[config.mk]
export PLATFORM = sky130hd
export DESIGN_NAME = hvd_prep
export DESIGN_NICKNAME = d
export VERILOG_FILES = /design/src/rtl/hvd_pkg.sv /design/src/rtl/hvd_prep.sv
export SDC_FILE = /design/constraint.sdc
export NUM_CORES = 2
export LEC_CHECK = 0
export BUFFER_PORTS_ARGS = -buffer_cell sky130_fd_sc_hd__buf_2
export CORE_UTILIZATION = 60
export DETAILED_ROUTE_END_ITERATION = 10
export PLACE_DENSITY = 0.89
export SLEW_MARGIN = 20
export SYNTH_ARGS = -nofsm -noshare
export SYNTH_HDL_FRONTEND = slang
export SYNTH_SLANG_ARGS = --single-unit
[constraint.sdc]
create_clock -name clk -period 8 [get_ports clk]
set_input_delay 1.6 -clock clk [delete_from_list [all_inputs] [get_ports clk]]
set_output_delay 1.6 -clock clk [all_outputs]
set_load 0.02 [all_outputs]
[src/rtl/hvd_pkg.sv]
// ----------------------------------------------------------------------------
// hvd_pkg
// shared types, constants and the arctangent table of the haversine pipeline
// ----------------------------------------------------------------------------
package hvd_pkg;

  localparam int CORDIC_STEPS = 24;
  // the arctangent table has 31 entries and returns zero beyond them; iterations stop at 32
  localparam int NSTEPS       = (CORDIC_STEPS < 32) ? CORDIC_STEPS : 32;
  localparam int ISQRT_BITS   = 31;
  // prep 2, rotation NSTEPS, mix 3, root ISQRT_BITS, vectoring NSTEPS, scale 1
  localparam int LATENCY      = 2 * NSTEPS + ISQRT_BITS + 6;

  localparam int CW = 33;
  typedef logic signed [CW-1:0] cw_t;
  typedef logic [30:0]          q30_t;

  localparam logic signed [29:0] LAT_MAX       = 30'sd377487360;
  localparam logic signed [29:0] LAT_MIN       = -30'sd377487360;
  localparam logic signed [31:0] HALF_TURN     = 32'sd754974720;
  localparam logic signed [31:0] NEG_HALF_TURN = -32'sd754974720;
  localparam logic signed [31:0] FULL_TURN     = 32'sd1509949440;
  localparam logic [30:0]        RAD_K         = 31'd1199381129;
  localparam cw_t                CORDIC_GAIN   = 33'sd652032874;
  localparam q30_t               ONE_Q30       = 31'd1073741824;
  localparam q30_t               HALF_PI_Q30   = 31'd1686629713;
  localparam logic [28:0]        EARTH_R_Q16   = 29'd417997455;
  localparam logic [30:0]        DIST_MAX      = 31'd1313210368;

  // atan(2^-i) in q2.30, truncated up to i = 26 and rounded beyond
  function automatic logic [31:0] atan_q30(input int i);
    logic [31:0] t;
    case (i)
      0:       t = 32'h3243F6A8;
      1:       t = 32'h1DAC6705;
      2:       t = 32'h0FADBAFC;
      3:       t = 32'h07F56EA6;
      4:       t = 32'h03FEAB76;
      5:       t = 32'h01FFD55B;
      6:       t = 32'h00FFFAAA;
      7:       t = 32'h007FFF55;
      8:       t = 32'h003FFFEA;
      9:       t = 32'h001FFFFD;
      10:      t = 32'h000FFFFF;
      11:      t = 32'h0007FFFF;
      12:      t = 32'h0003FFFF;
      13:      t = 32'h0001FFFF;
      14:      t = 32'h0000FFFF;
      15:      t = 32'h00007FFF;
      16:      t = 32'h00003FFF;
      17:      t = 32'h00001FFF;
      18:      t = 32'h00000FFF;
      19:      t = 32'h000007FF;
      20:      t = 32'h000003FF;
      21:      t = 32'h000001FF;
      22:      t = 32'h000000FF;
      23:      t = 32'h0000007F;
      24:      t = 32'h0000003F;
      25:      t = 32'h0000001F;
      26:      t = 32'h0000000F;
      27:      t = 32'h00000008;
      28:      t = 32'h00000004;
      29:      t = 32'h00000002;
      30:      t = 32'h00000001;
      default: t = 32'h00000000;
    endcase
    return t;
  endfunction

  function automatic q30_t clamp_u31(input cw_t v, input q30_t hi);
    q30_t r;
    if (v[CW-1]) begin
      r = '0;
    end else if (v > cw_t'({2'b00, hi})) begin
      r = hi;
    end else begin
      r = v[30:0];
    end
    return r;
  endfunction

endpackage

[src/rtl/hvd_prep.sv]
// ----------------------------------------------------------------------------
// hvd_prep
// latitude clamp, differences, longitude wrap and conversion to radians
// ----------------------------------------------------------------------------
module hvd_prep import hvd_pkg::*; (
  input  logic               clk,
  input  logic               rst_n,
  input  logic               in_valid,
  input  logic signed [29:0] lat_a,
  input  logic signed [30:0] lon_a,
  input  logic signed [29:0] lat_b,
  input  logic signed [30:0] lon_b,
  output logic               out_valid,
  output logic [3:0][30:0]   ang
);

  logic               v1_r, v2_r;
  logic [28:0]        m_lat_a_r, m_lat_b_r;
  logic [29:0]        m_dlat_r, m_dlon_r;
  logic [3:0][30:0]   ang_r;

  logic signed [29:0] lac, lbc;
  logic signed [30:0] dlat;
  logic signed [31:0] dlon, dlon_w;
  logic [28:0]        m_lat_a_nxt, m_lat_b_nxt;
  logic [29:0]        m_dlat_nxt, m_dlon_nxt;

  always_comb begin
    lac = (lat_a > LAT_MAX) ? LAT_MAX : ((lat_a < LAT_MIN) ? LAT_MIN : lat_a);
    lbc = (lat_b > LAT_MAX) ? LAT_MAX : ((lat_b < LAT_MIN) ? LAT_MIN : lat_b);
    dlat = {lbc[29], lbc} - {lac[29], lac};
    dlon = {lon_b[30], lon_b} - {lon_a[30], lon_a};
    // one turn is always enough for the input range
    if (dlon > HALF_TURN) begin
      dlon_w = dlon - FULL_TURN;
    end else if (dlon < NEG_HALF_TURN) begin
      dlon_w = dlon + FULL_TURN;
    end else begin
      dlon_w = dlon;
    end
    m_lat_a_nxt = lac[29] ? 29'(-lac) : lac[28:0];
    m_lat_b_nxt = lbc[29] ? 29'(-lbc) : lbc[28:0];
    m_dlat_nxt  = dlat[30] ? 30'(-dlat) : dlat[29:0];
    m_dlon_nxt  = dlon_w[31] ? 30'(-dlon_w) : dlon_w[29:0];
  end

  logic [60:0] p_lat_a, p_lat_b, p_dlat, p_dlon;
  logic [3:0][30:0] ang_nxt;

  always_comb begin
    p_lat_a = 61'(m_lat_a_r) * 61'(RAD_K) + (61'(1) << 27);
    p_lat_b = 61'(m_lat_b_r) * 61'(RAD_K) + (61'(1) << 27);
    p_dlat  = 61'(m_dlat_r)  * 61'(RAD_K) + (61'(1) << 28);
    p_dlon  = 61'(m_dlon_r)  * 61'(RAD_K) + (61'(1) << 28);
    ang_nxt[0] = p_lat_a[58:28];
    ang_nxt[1] = p_lat_b[58:28];
    // half angles for the sin^2 terms
    ang_nxt[2] = p_dlat[59:29];
    ang_nxt[3] = p_dlon[59:29];
  end

  always_ff @(posedge clk) begin
    if (!rst_n) begin
      v1_r <= 1'b0;
      v2_r <= 1'b0;
    end else begin
      v1_r <= in_valid;
      v2_r <= v1_r;
    end
    m_lat_a_r <= m_lat_a_nxt;
    m_lat_b_r <= m_lat_b_nxt;
    m_dlat_r  <= m_dlat_nxt;
    m_dlon_r  <= m_dlon_nxt;
    ang_r     <= ang_nxt;
  end

  assign out_valid = v2_r;
  assign ang       = ang_r;

endmodule

==> impl_metrics.toml <==
[detailed_routing]
drt_pre_antenna_iters = 6
drc = 0
wirelength_mm = 181
postRouteAntennaNets = 0
wl_per_cell_um = 20.7
viasPerCell = 5.61
num_vias = 49000
drtIter0Drc = 3356

[yosys]
synthFlopType = "dfxtp_1"
syn_inst = 6807
synthesis.nets = 9703
netlist-cell-type-count = 104
synth_edf_count = 0
seq_area_frac_synth_pct = 7.20
ys_ff_latch = 244
syn_area_um2 = 67900
avgSynthCellArea_um2 = 9.97
async_flop_share_pct = 0
yosysWarnings = 0

[cts]
h-tree-depth = 2
clkLatencyLatePin_ps = 620
holdBufCountCts = 0
clk_path_buf_depth = 3
cts_sinks = 244
cts_tree = "done"
cts_buffers = 35
cts.clk_slew.worst_paths_ps = 60
cts_root_buffer = "clkbuf_16"

[floorplan]
die_x_um = 338
dieHeight_um = 338
die_area_um2 = 114000
ios = 250
initial_core_util_pct = 60.4
coreArea_um2 = 112000
num_rows = 123

[setup_path]
worst_setup_path_end_kind = "flip-flop"
arrival_ps = 8320
critPathKind = "flip-flop to flip-flop"
critPathSlowestCell = "fa_1"
startpoint_type = "flip-flop"
slowest_delay_ps = 630
path_max_fanout = 5
crit_required_ps = 8540
path_common_cell = "fa_1"

[sta]
final_hold_viol_count = 0
skew_ps = 24.4
slew_headroom_pct = 32.2
fin_tns_setup_ps = 0
setup_ws_ps = 213
fin_crit_sh_pct = 97.3
slew_violations = 0
worst_pin_slew_ps = 991
fmax_ghz = 0.128
period_needed_ps = 7790
setup_viol = 0

[placed_design]
dpl.hpwl_mm = 159
place_congestion = 1.09
pre_cts_ws_ps = -152
placed_area_um2 = 71800
numPortBuffers = 249

[global_routing]
grt_pass1_vias = 54300
antenna_found_initial = 31
grt_pass1_wl_mm = 288
grt.total_usage_pct = 32.3
gr-total-overflow = 0
grt_max_degree = 27

[min_path]
hold_class = "flip-flop to flip-flop"

[final_layout]
post-route-util_pct = 65.2
fillers = 8382
area_growth_syn_to_layout_pct = 7.97
multi_input_area_um2 = 55400
fin_nets = 10100
seq_area_um2 = 4900
fin_area_um2 = 73300
drive_gt1_share_pct = 7.82

[outcome]
outcome = "finished clean"

[run]
maxCapViolations = 0
-- logic make-up after synthesis --
logic type,share of synthesized area [%]
adder cells (fa/ha/maj),65.4
AND/OR/NAND/NOR,5.33
AO/OA/AOI/OAI,6.76
multiplexers,0.107
XOR/XNOR,3.63
flip-flops,7.20
buffers and inverters,11.6
-- worst max-delay path, delay by kind of cell (launching register included) --
family / cells / cell delay, ps
AO/OA/AOI/OAI: 10 / 2050
XOR/XNOR: 1 / 130
adder cells (fa/ha/maj): 9 / 4240
buffers and inverters: 5 / 380
flip-flops: 1 / 320
AND/OR/NAND/NOR: 1 / 560
-- layer usage --
metal	share of wire, %	GRT usage [%]
met2	47	53.9
met3	8.8	7.76
met1	38	39.2
met4	5.6	15.4
met5	0.13	0.208
-- flip-flops by register name, summed over array words and instances (netlist names) --
name,cells
m_dlat_r,30
m_lat_b_r,29
out_valid,1
m_lat_a_r,29
m_dlon_r,30
v1_r,1
ang,124
-- metrics by stage --
step | instances | hold WS (ps)
after floorplan | 6807 | 412
after detailed placement | 8642 | 437
after global placement | 8642 | 424
after CTS | 8705 | 451
final | 8728 | 449
after global routing | 8723 | 473
-- layout by cell type, fill, tap and decap left out, types with 16 or more instances in the layout --
| cell type | instances |
|---|---|
| diode_2 | 19 |
| nor2_1 | 183 |
| nand2_1 | 158 |
| nand4_1 | 35 |
| and2_1 | 37 |
| dfxtp_1 | 234 |
| nand3_1 | 42 |
| xor2_1 | 73 |
| a21oi_1 | 221 |
| nor2b_1 | 42 |
| ha_1 | 1473 |
| fa_1 | 1287 |
| xnor2_1 | 205 |
| clkbuf_16 | 36 |
| and3_1 | 28 |
| inv_1 | 2033 |
| o31ai_1 | 20 |
| nor3_1 | 52 |
| buf_4 | 132 |
| o21ai_0 | 136 |
| nand2b_1 | 37 |
| o21a_1 | 25 |
| a21o_1 | 100 |
| buf_2 | 249 |
| or2_2 | 21 |
| a31oi_1 | 24 |
| or3_1 | 16 |
-- synthesized netlist by cell type, drive strengths merged (19+ instances only) --
library cell  count  share of area [%]
inv            2044                 11
ha             1478                 27
fa             1293                 38
dfxtp           244                7.2
a21oi           225                1.7
xnor2           206                2.7
nor2            184                1.0
nand2           158               0.87
o21ai           149                1.1
a21o            101                1.1
xor2             73               0.94
nor3             52               0.38
nor2b            44               0.41
nand3            42               0.31
and2             38               0.35
nand2b           37               0.34
nand4            35               0.32
and3             30               0.28
a31oi            27               0.25
clkbuf           26               0.14
o21a             25               0.28
o31ai            23               0.29
or2              21               0.19
or3              19               0.18
-- layout make-up --
| class | count | area share (%) |
|---|---|---|
| Antenna cell | 19 | 0.0649 |
| Tap cell | 1500 | 2.56 |
| Clock inverter | 15 | 0.227 |
| Sequential cell | 244 | 6.69 |
| Clock buffer | 48 | 1.36 |
| Timing Repair Buffer | 381 | 3.05 |
| Inverter | 2044 | 10.5 |
| Multi-Input combinational cell | 4477 | 75.6 |
-- repair_timing --
action,4_1_cts,5_1_grt
gates resized for setup,8,61
setup endpoints to repair,8,43
cloned,0,0
setup buffers,0,5
pin swaps,0,25
-- path summary, 6_finish.rpt --
| check | to | from | cells after the start | slack (ps) |
|---|---|---|---|---|
| worst min-delay path | out_valid$_SDFF_PN0_ | v1_r$_SDFF_PN0_ | 1 | 450 |
| worst max-delay path | ang[24]$_DFF_P_ | m_lat_a_r[5]$_DFF_P_ | 26 | 210 |
| worst min register to register | out_valid$_SDFF_PN0_ | v1_r$_SDFF_PN0_ | 1 | 450 |
| worst max register to register | ang[24]$_DFF_P_ | m_lat_a_r[5]$_DFF_P_ | 26 | 210 |
Power is left out: the tool's default activity adds up to more than one toggle a clock period on the data nets, which glitch-free logic cannot reach.
